--- config.mk ---
export PLATFORM = sky130hd
export DESIGN_NAME = image_smoother_3x3_core
export DESIGN_NICKNAME = d
export VERILOG_FILES = /design/src/sv/ims_pkg.sv /design/src/sv/ims_ram.sv /design/src/sv/ims_ctrl.sv /design/src/sv/ims_dpath.sv /design/src/sv/image_smoother_3x3_core.sv
export SDC_FILE = /design/constraint.sdc
export NUM_CORES = 2
export LEC_CHECK = 0
export ABC_CLOCK_PERIOD_IN_PS = 18050
export BUFFER_PORTS_ARGS = -buffer_cell sky130_fd_sc_hd__buf_2
export CAP_MARGIN = 20
export CORE_MARGIN = 2
export CORE_UTILIZATION = 35
export CTS_CLUSTER_DIAMETER = 50
export DETAILED_ROUTE_END_ITERATION = 7
export SLEW_MARGIN = 20
export SYNTH_ARGS = -nofsm -noshare
export SYNTH_HDL_FRONTEND = slang
export SYNTH_MEMORY_MAX_BITS = 65536
export SYNTH_SLANG_ARGS = --single-unit
--- constraint.sdc ---
create_clock -name clk -period 18.05 [get_ports clk]
set_clock_uncertainty 0.2 [all_clocks]
set_input_delay 0.9025 -clock clk [delete_from_list [all_inputs] [get_ports clk]]
set_output_delay 0.9025 -clock clk [all_outputs]
set_load 0.05 [all_outputs]
--- src/sv/ims_pkg.sv ---
// Shared constants, types and the reciprocal table of the 3x3 smoother.
package ims_pkg;

	localparam int MAX_WIDTH  = 256;
	localparam int MAX_HEIGHT = 256;
	localparam int PIX_W      = 8;
	localparam int CNT_W      = 9;                      // config and counter width
	localparam int COL_W      = $clog2(MAX_WIDTH);      // line store address
	localparam int SUM_W      = 12;                     // nine 8-bit samples
	localparam int NUM_W      = 4;                      // neighbor count 0..9
	localparam int RECIP_W    = 17;
	localparam int RECIP_SH   = 16;
	localparam int PROD_W     = SUM_W + RECIP_W;

	localparam logic REG_FRAME_WIDTH  = 1'b0;
	localparam logic REG_FRAME_HEIGHT = 1'b1;

	typedef struct packed {
		logic accept;
		logic shift;
		logic sum;
		logic mul;
		logic load_out;
	} cmd_t;

	typedef struct packed {
		logic primed;
		logic out_free;
	} stat_t;

	// ceil(2^16 / n); exact floor for sums up to 9*255
	function automatic logic [RECIP_W-1:0] recip(input logic [NUM_W-1:0] n);
		logic [RECIP_W-1:0] r;
		case (n)
			4'd1: r = 17'd65536;
			4'd2: r = 17'd32768;
			4'd3: r = 17'd21846;
			4'd4: r = 17'd16384;
			4'd5: r = 17'd13108;
			4'd6: r = 17'd10923;
			4'd7: r = 17'd9363;
			4'd8: r = 17'd8192;
			4'd9: r = 17'd7282;
			default: r = '0;
		endcase
		return r;
	endfunction

endpackage

--- src/sv/ims_ram.sv ---
// Generic single-write, single-read RAM with registered read data.
module ims_ram #(
	parameter int WIDTH = 8,
	parameter int DEPTH = 256
) (
	input  logic                     clk,
	input  logic                     we,
	input  logic [$clog2(DEPTH)-1:0] waddr,
	input  logic [WIDTH-1:0]         wdata,
	input  logic [$clog2(DEPTH)-1:0] raddr,
	output logic [WIDTH-1:0]         rdata
);

	logic [WIDTH-1:0] mem [DEPTH];

	always_ff @(posedge clk) begin
		if (we) begin
			mem[waddr] <= wdata;
		end
		rdata <= mem[raddr];
	end

endmodule

--- src/sv/ims_ctrl.sv ---
// Controller: sequences one item: read, window shift; if primed sum, scale, output.
module ims_ctrl (
	input  logic          clk,
	input  logic          arst_n,
	input  logic          s_tvalid,
	output logic          s_tready,
	input  ims_pkg::stat_t stat,
	output ims_pkg::cmd_t  cmd
);

	localparam logic [2:0] ST_IDLE = 3'd0;
	localparam logic [2:0] ST_READ = 3'd1;
	localparam logic [2:0] ST_SUM  = 3'd2;
	localparam logic [2:0] ST_MUL  = 3'd3;
	localparam logic [2:0] ST_OUT  = 3'd4;

	logic [2:0] state_q;
	logic [2:0] state_d;

	assign s_tready = (state_q == ST_IDLE);

	always_comb begin
		state_d = state_q;
		cmd     = '0;
		case (state_q)
			ST_IDLE: begin
				if (s_tvalid) begin
					cmd.accept = 1'b1;
					state_d    = ST_READ;
				end
			end
			ST_READ: begin
				cmd.shift = 1'b1;
				state_d   = stat.primed ? ST_SUM : ST_IDLE;
			end
			ST_SUM: begin
				cmd.sum = 1'b1;
				state_d = ST_MUL;
			end
			ST_MUL: begin
				cmd.mul = 1'b1;
				state_d = ST_OUT;
			end
			ST_OUT: begin
				// hold until the output register is free or being drained
				if (stat.out_free) begin
					cmd.load_out = 1'b1;
					state_d      = ST_IDLE;
				end
			end
			default: state_d = ST_IDLE;
		endcase
	end

	always_ff @(posedge clk or negedge arst_n) begin
		if (!arst_n) begin
			state_q <= ST_IDLE;
		end else begin
			state_q <= state_d;
		end
	end

endmodule

--- src/sv/ims_dpath.sv ---
// Datapath: line stores, 3x3 window, position counters, averaging and output register.
module ims_dpath (
	input  logic                        clk,
	input  logic                        arst_n,
	input  logic                        cfg_we,
	input  logic                        cfg_addr,
	input  logic [ims_pkg::CNT_W-1:0]   cfg_wdata,
	input  logic                        kind,
	input  logic [ims_pkg::PIX_W-1:0]   pixel,
	input  logic                        m_tready,
	output logic                        m_tvalid,
	output logic [ims_pkg::PIX_W-1:0]   smoothed,
	output logic                        last_of_frame,
	input  ims_pkg::cmd_t               cmd,
	output ims_pkg::stat_t              stat
);

	logic [ims_pkg::CNT_W-1:0]    width_cfg_q, height_cfg_q;
	logic [ims_pkg::CNT_W-1:0]    w, h;
	logic [ims_pkg::CNT_W-1:0]    in_col_q, in_row_q, out_col_q, out_row_q;
	logic [ims_pkg::COL_W-1:0]    col;
	logic [ims_pkg::PIX_W-1:0]    sample_q;
	logic [ims_pkg::PIX_W-1:0]    top_rd, mid_rd;
	logic [ims_pkg::PIX_W-1:0]    win_q [9];
	logic [2:0]                   rv, cv;
	logic [ims_pkg::SUM_W-1:0]    sum_d, sum_q;
	logic [ims_pkg::NUM_W-1:0]    num_d, num_q;
	logic [ims_pkg::PROD_W-1:0]   prod_q;
	logic [ims_pkg::CNT_W:0]      in_col_p1, out_col_p1, out_row_p1;
	logic                         in_wrap, out_wrap, last;
	logic                         out_valid_q, last_q;
	logic [ims_pkg::PIX_W-1:0]    smoothed_q;

	// zero acts as one, oversize acts as the maximum
	always_comb begin
		if (width_cfg_q == '0)
			w = ims_pkg::CNT_W'(1);
		else if (width_cfg_q > ims_pkg::CNT_W'(ims_pkg::MAX_WIDTH))
			w = ims_pkg::CNT_W'(ims_pkg::MAX_WIDTH);
		else
			w = width_cfg_q;
		if (height_cfg_q == '0)
			h = ims_pkg::CNT_W'(1);
		else if (height_cfg_q > ims_pkg::CNT_W'(ims_pkg::MAX_HEIGHT))
			h = ims_pkg::CNT_W'(ims_pkg::MAX_HEIGHT);
		else
			h = height_cfg_q;
	end

	always_ff @(posedge clk or negedge arst_n) begin
		if (!arst_n) begin
			width_cfg_q  <= ims_pkg::CNT_W'(256);
			height_cfg_q <= ims_pkg::CNT_W'(256);
		end else if (cfg_we) begin
			case (cfg_addr)
				ims_pkg::REG_FRAME_WIDTH:  width_cfg_q  <= cfg_wdata;
				ims_pkg::REG_FRAME_HEIGHT: height_cfg_q <= cfg_wdata;
				default: ;
			endcase
		end
	end

	assign col = (in_col_q < ims_pkg::CNT_W'(ims_pkg::MAX_WIDTH)) ?
		in_col_q[ims_pkg::COL_W-1:0] : ims_pkg::COL_W'(ims_pkg::MAX_WIDTH - 1);

	// mid store holds the previous row, top store the row before it
	ims_ram #(.WIDTH(ims_pkg::PIX_W), .DEPTH(ims_pkg::MAX_WIDTH)) u_top_ram (
		.clk   (clk),
		.we    (cmd.shift),
		.waddr (col),
		.wdata (mid_rd),
		.raddr (col),
		.rdata (top_rd)
	);

	ims_ram #(.WIDTH(ims_pkg::PIX_W), .DEPTH(ims_pkg::MAX_WIDTH)) u_mid_ram (
		.clk   (clk),
		.we    (cmd.shift),
		.waddr (col),
		.wdata (sample_q),
		.raddr (col),
		.rdata (mid_rd)
	);

	always_ff @(posedge clk) begin
		if (cmd.accept) begin
			sample_q <= kind ? '0 : pixel;
		end
	end

	assign stat.primed = (in_row_q >= ims_pkg::CNT_W'(2)) ||
		((in_row_q == ims_pkg::CNT_W'(1)) && (in_col_q != '0));
	assign stat.out_free = !out_valid_q || m_tready;

	always_ff @(posedge clk or negedge arst_n) begin
		if (!arst_n) begin
			for (int i = 0; i < 9; i++) begin
				win_q[i] <= '0;
			end
		end else if (cmd.shift) begin
			for (int r = 0; r < 3; r++) begin
				win_q[r*3]   <= win_q[r*3+1];
				win_q[r*3+1] <= win_q[r*3+2];
			end
			win_q[2] <= top_rd;
			win_q[5] <= mid_rd;
			win_q[8] <= sample_q;
		end
	end

	assign in_col_p1  = {1'b0, in_col_q} + 1'b1;
	assign out_col_p1 = {1'b0, out_col_q} + 1'b1;
	assign out_row_p1 = {1'b0, out_row_q} + 1'b1;
	assign in_wrap    = in_col_p1 >= {1'b0, w};
	assign out_wrap   = out_col_p1 >= {1'b0, w};
	assign last       = out_wrap && (out_row_p1 >= {1'b0, h});

	always_ff @(posedge clk or negedge arst_n) begin
		if (!arst_n) begin
			in_col_q  <= '0;
			in_row_q  <= '0;
			out_col_q <= '0;
			out_row_q <= '0;
		end else if (cmd.shift) begin
			if (in_wrap) begin
				in_col_q <= '0;
				if (in_row_q < ims_pkg::CNT_W'(ims_pkg::MAX_HEIGHT + 2))
					in_row_q <= in_row_q + 1'b1;
			end else begin
				in_col_q <= in_col_p1[ims_pkg::CNT_W-1:0];
			end
		end else if (cmd.load_out) begin
			if (last) begin
				in_col_q  <= '0;
				in_row_q  <= '0;
				out_col_q <= '0;
				out_row_q <= '0;
			end else if (out_wrap) begin
				out_col_q <= '0;
				out_row_q <= out_row_p1[ims_pkg::CNT_W-1:0];
			end else begin
				out_col_q <= out_col_p1[ims_pkg::CNT_W-1:0];
			end
		end
	end

	// in-frame rows and columns around the output position
	assign rv[0] = (out_row_q != '0) && (out_row_q <= h);
	assign rv[1] = out_row_q < h;
	assign rv[2] = out_row_p1 < {1'b0, h};
	assign cv[0] = (out_col_q != '0) && (out_col_q <= w);
	assign cv[1] = out_col_q < w;
	assign cv[2] = out_col_p1 < {1'b0, w};

	always_comb begin
		sum_d = '0;
		num_d = '0;
		for (int r = 0; r < 3; r++) begin
			for (int c = 0; c < 3; c++) begin
				if (rv[r] && cv[c]) begin
					sum_d = sum_d + ims_pkg::SUM_W'(win_q[r*3+c]);
					num_d = num_d + 1'b1;
				end
			end
		end
	end

	always_ff @(posedge clk) begin
		if (cmd.sum) begin
			sum_q <= sum_d;
			num_q <= num_d;
		end
		if (cmd.mul) begin
			prod_q <= ims_pkg::PROD_W'(sum_q) * ims_pkg::PROD_W'(ims_pkg::recip(num_q));
		end
		if (cmd.load_out) begin
			smoothed_q <= prod_q[ims_pkg::RECIP_SH +: ims_pkg::PIX_W];
			last_q     <= last;
		end
	end

	always_ff @(posedge clk or negedge arst_n) begin
		if (!arst_n) begin
			out_valid_q <= 1'b0;
		end else if (cmd.load_out) begin
			out_valid_q <= 1'b1;
		end else if (m_tready) begin
			out_valid_q <= 1'b0;
		end
	end

	assign m_tvalid      = out_valid_q;
	assign smoothed      = smoothed_q;
	assign last_of_frame = last_q;

endmodule

--- src/sv/image_smoother_3x3_core.sv ---
// Streaming 3x3 mean filter over a raster frame, one item at a time.
// An item with no result passes through accept and the line store read only; one with a
// result also passes through the window sum, the reciprocal multiply and the output load.
// A result shows on m_tvalid once the output register is loaded; a waiting result
// does not block acceptance until the next result is ready to load.
// arst_n clears counters, window and the output valid; sizes reset to 256x256.
module image_smoother_3x3_core (
	input  logic                      clk,
	input  logic                      arst_n,
	input  logic                      cfg_we,
	input  logic                      cfg_addr,
	input  logic [ims_pkg::CNT_W-1:0] cfg_wdata,
	input  logic                      s_tvalid,
	output logic                      s_tready,
	input  logic [7:0]                s_tdata,   // [7:0] pixel
	input  logic                      s_tuser,   // [0] kind
	output logic                      m_tvalid,
	input  logic                      m_tready,
	output logic [7:0]                m_tdata,   // [7:0] smoothed
	output logic                      m_tlast
);

	ims_pkg::cmd_t  cmd;
	ims_pkg::stat_t stat;

	ims_ctrl u_ctrl (
		.clk      (clk),
		.arst_n   (arst_n),
		.s_tvalid (s_tvalid),
		.s_tready (s_tready),
		.stat     (stat),
		.cmd      (cmd)
	);

	ims_dpath u_dpath (
		.clk           (clk),
		.arst_n        (arst_n),
		.cfg_we        (cfg_we),
		.cfg_addr      (cfg_addr),
		.cfg_wdata     (cfg_wdata),
		.kind          (s_tuser),
		.pixel         (s_tdata),
		.m_tready      (m_tready),
		.m_tvalid      (m_tvalid),
		.smoothed      (m_tdata),
		.last_of_frame (m_tlast),
		.cmd           (cmd),
		.stat          (stat)
	);

endmodule

==> flow_metrics.py <==
metrics = {
    "worst_setup_path": {
        "r2r-end": "u_dpath.sum_q[11]$_DFFE_PN_",
        "slowest_delay_ns": 0.56,
        "crit_fanout": 14,
        "reg2reg_setup_slack_ns": 5.36,
        "crit_path_end_kind": "flop",
        "endpoint": "u_dpath.sum_q[11]$_DFFE_PN_",
        "critPathKind": "reg -> reg",
        "r2r_cells": 55,
        "crit_slowest_cell": "and4b_1",
        "crit_start": "u_dpath.width_cfg_q[4]$_DFFE_PN0P_",
        "cp_data_arrival_time_ns": 13.23,
        "r2r-start": "u_dpath.width_cfg_q[4]$_DFFE_PN0P_",
        "setup.worst_path.start_class": "flop",
        "required_ns": 18.59,
    },
    "clocking": {
        "htree_levels": 5,
        "cts.repair.resized": 0,
        "root_buffer": "clkbuf_16",
        "clk_pin_slew_ns": 0.06,
        "clk_latency_ns": 1.02,
        "clockBufferDepth": 4,
        "cts_tree": "built",
        "cts_buffers": 441,
        "cts.sinks": 4298,
    },
    "synthesis": {
        "synth_ff_type": "edfxtp_1",
        "yosys.area.top_type": "edfxtp_1",
        "synth-edff-count": 4137,
        "synth_top_area_share_pct": 73.70,
        "synthesis.area_sq_um": 168600,
        "netlist_top_cells_count": "4137 x edfxtp_1, 1244 x a22oi_1, 711 x a21oi_1",
        "ys_ff_latch": 4298,
        "syn_inst": 10450,
        "synth_nets": 10796,
        "synth_seq_area_share_pct": 76.00,
        "async_flop_share_pct": 3.025,
        "yosysWarnings": 0,
        "syn_area_per_cell_sq_um": 16.13,
        "yosysMostFrequentCell": "edfxtp_1",
        "synthDistinctLibCells": 83,
        "synthTopCellsByArea": "edfxtp_1 74%, a22oi_1 5.5%, a21oi_1 2.1%",
    },
    "power": {
        "power.leakage_nw": 61.77,
        "max-vdd-ir-drop_uv": 219.8,
        "power_mw": 35.31,
        "powerDensity_nw_per_um2": 182.9,
    },
    "routing": {
        "avgViaCountPerCell": 5.716,
        "antenna_left": 0,
        "drtPass1Iterations": 8,
        "routedWlPerCell_microns": 27.80,
        "drc_errors": 1,
        "drt_iter0_drc": 13425,
        "wl_mm": 486.2,
        "vias": 99971,
    },
    "layout": {
        "num-fill-cells": 43450,
        "layout-drive-gt1-share_pct": 12.04,
        "post-route-util_pct": 40.29,
        "area_growth_syn_to_layout_pct": 14.54,
        "final_nets": 11057,
    },
    "place": {
        "io_buffers": 34,
        "dp_slack_ns": 5.549,
        "place_congestion": 0.8394,
        "detailed_place_hpwl_mm": 281.7,
    },
    "die": {
        "die_w_microns": 698.0,
        "rows": 254,
        "ios": 35,
        "core_sq_um": 479300,
        "die_y_microns": 698.0,
        "die_area_sq_um": 487200,
        "initial_core_util_pct": 35.17,
    },
    "grt": {
        "grt_usage_pct": 19.18,
        "antenna_found_initial": 19,
        "grt.overflow.total": 0,
        "grt_pass1_wl_mm": 697.4,
        "grt_start_max_net_pins": 178,
        "first_global_vias": 96069,
    },
    "worst_hold_path": {
        "hold_path.class": "in -> reg",
        "min_path_cells": 3,
    },
    "timing": {
        "grt_setup_unrepaired": "false",
        "post-route-min-period_ns": 12.69,
        "finalMaxSlewViolations": 0,
        "setup_tns_ns": 0,
        "hold_violations": 0,
        "slew_headroom_pct": 14.75,
        "tightest_slew_ns": 1.267,
        "setup_viol": 0,
        "fin_ws_ns": 5.364,
        "fmax_ghz": 0.07883,
        "fin_crit_sh_pct": 70.28,
    },
    "run_status": {
        "status": "finished with violations",
        "failed_checks": "design-rule violations",
    },
    "job": {
        "maxCapViolations": 0,
    },
}
## critical path: cells and delay by family (launching register included)
kind	cells	cell delay, ns
flops	1	0.41
fa+ha+maj	11	3.64
buf+inv	2	0.17
mux	2	0.57
compound gates	22	4.31
simple gates	16	2.88
xor+xnor	2	0.25
## metrics by stage
stage / hold WS [ns] / instance area, sq um / std cells
floorplan: 0.1981 / 168600 / 10450
global route: 0.1147 / 193100 / 17480
global placement: 0.2024 / 178300 / 16651
detailed placement: 0.2052 / 178400 / 16653
finish: 0.1096 / 193100 / 17489
CTS: 0.06098 / 192900 / 17474
## power breakdown
part	internal (mW)	switching [mW]	total (mW)	leakage, nW
Clock	5.06	3.97	9.03	6.96
Combinational	4.47	9.19	13.7	15.5
Sequential	12.2	0.406	12.6	39.3
## layout make-up
class / count / area (sq um) / share of cell area (%)
inverters: 220 / 825.8 / 0.4277
diodes: 11 / 27.53 / 0.01426
flip-flops and latches: 4298 / 128100 / 66.37
clock inverters: 283 / 2953 / 1.529
well taps: 6400 / 8008 / 4.147
multi-input cells: 5231 / 37460 / 19.40
repair buffers: 519 / 4248 / 2.200
clock buffers: 527 / 11420 / 5.915
## registers in the layout, summed over array words and instances (netlist names), 3 cells and up, named ones only
signal,flops
u_dpath.u_mid_ram.mem,2048
u_dpath.u_top_ram.mem,2048
u_dpath.win_q,72
u_dpath.sum_q,12
u_dpath.height_cfg_q,9
u_dpath.in_col_q,9
u_dpath.in_row_q,9
u_dpath.out_col_q,9
u_dpath.out_row_q,9
u_dpath.width_cfg_q,9
u_dpath.prod_q,8
u_dpath.sample_q,8
u_dpath.smoothed,8
u_dpath.u_mid_ram.rdata,8
u_dpath.u_top_ram.rdata,8
u_dpath.num_q,4
u_ctrl.state_q,3
## worst min path at each step
stage	startpoint	to	slack (ns)
after global placement	u_dpath.prod_q[18]$_DFFE_PP_	u_dpath.smoothed[2]$_DFFE_PP_	0.20
after detailed placement	u_dpath.prod_q[17]$_DFFE_PP_	u_dpath.smoothed[1]$_DFFE_PP_	0.21
after CTS	s_tdata[5]	u_dpath.sample_q[5]$_SDFFCE_PP0P_	0.06
after floorplan	u_dpath.u_top_ram.rdata[0]$_DFF_P_	u_dpath.win_q[48]$_DFFE_PN0P_	0.20
final	m_tready	u_dpath.m_tvalid$_DFFE_PN0P_	0.11
after global routing	s_tdata[0]	u_dpath.sample_q[0]$_SDFFCE_PP0P_	0.11
## layout by cell type (no fill, tap or decap), drive strengths merged, types with 27 or more instances in the layout
cell type and n:
nand3 57, and2 74, mux2 52, nor3 44, buf 508, a22oi 1244, nand2 507, a221oi 396
a22o 400, bufinv 35, inv 248, dfxtp 31, nor4 180, o22ai 274, edfxtp 4137, xor2 33
nor2b 28, a21oi 712, dfrtp 128, clkinv 203, nand4 29, xnor2 64, o21a 28, clkbuf 527
and3 27, fa 149, nor2 373, ha 173, o21ai 185
## what timing repair did
item	in CTS	in global routing
endpoints found under the hold margin	78	0
hold buffers	11	0
setup buffers	0	0
## cells by family after synthesis
logic type	after synthesis	synth area share (%)
DFF	4298	76.00
xor gates and xnor gates	97	0.5129
and+or+nand+nor	1354	3.670
AOI/OAI and AO/OA	3379	14.17
buffers and inverters	921	2.058
muxes	77	0.5277
adders and majority gates	324	3.066
## routing by layer
metal	share of wire, %	routed length [microns]	up-vias	track usage [%]
met5	0.018	89	-	0
met4	3.9	18990	12	7.004
met3	8.9	43030	760	3.413
met2	46	223400	4807	30.08
met1	41	200700	51589	26.77
li1	-	-	42803	-
Power figures use the tool's default switching activity.
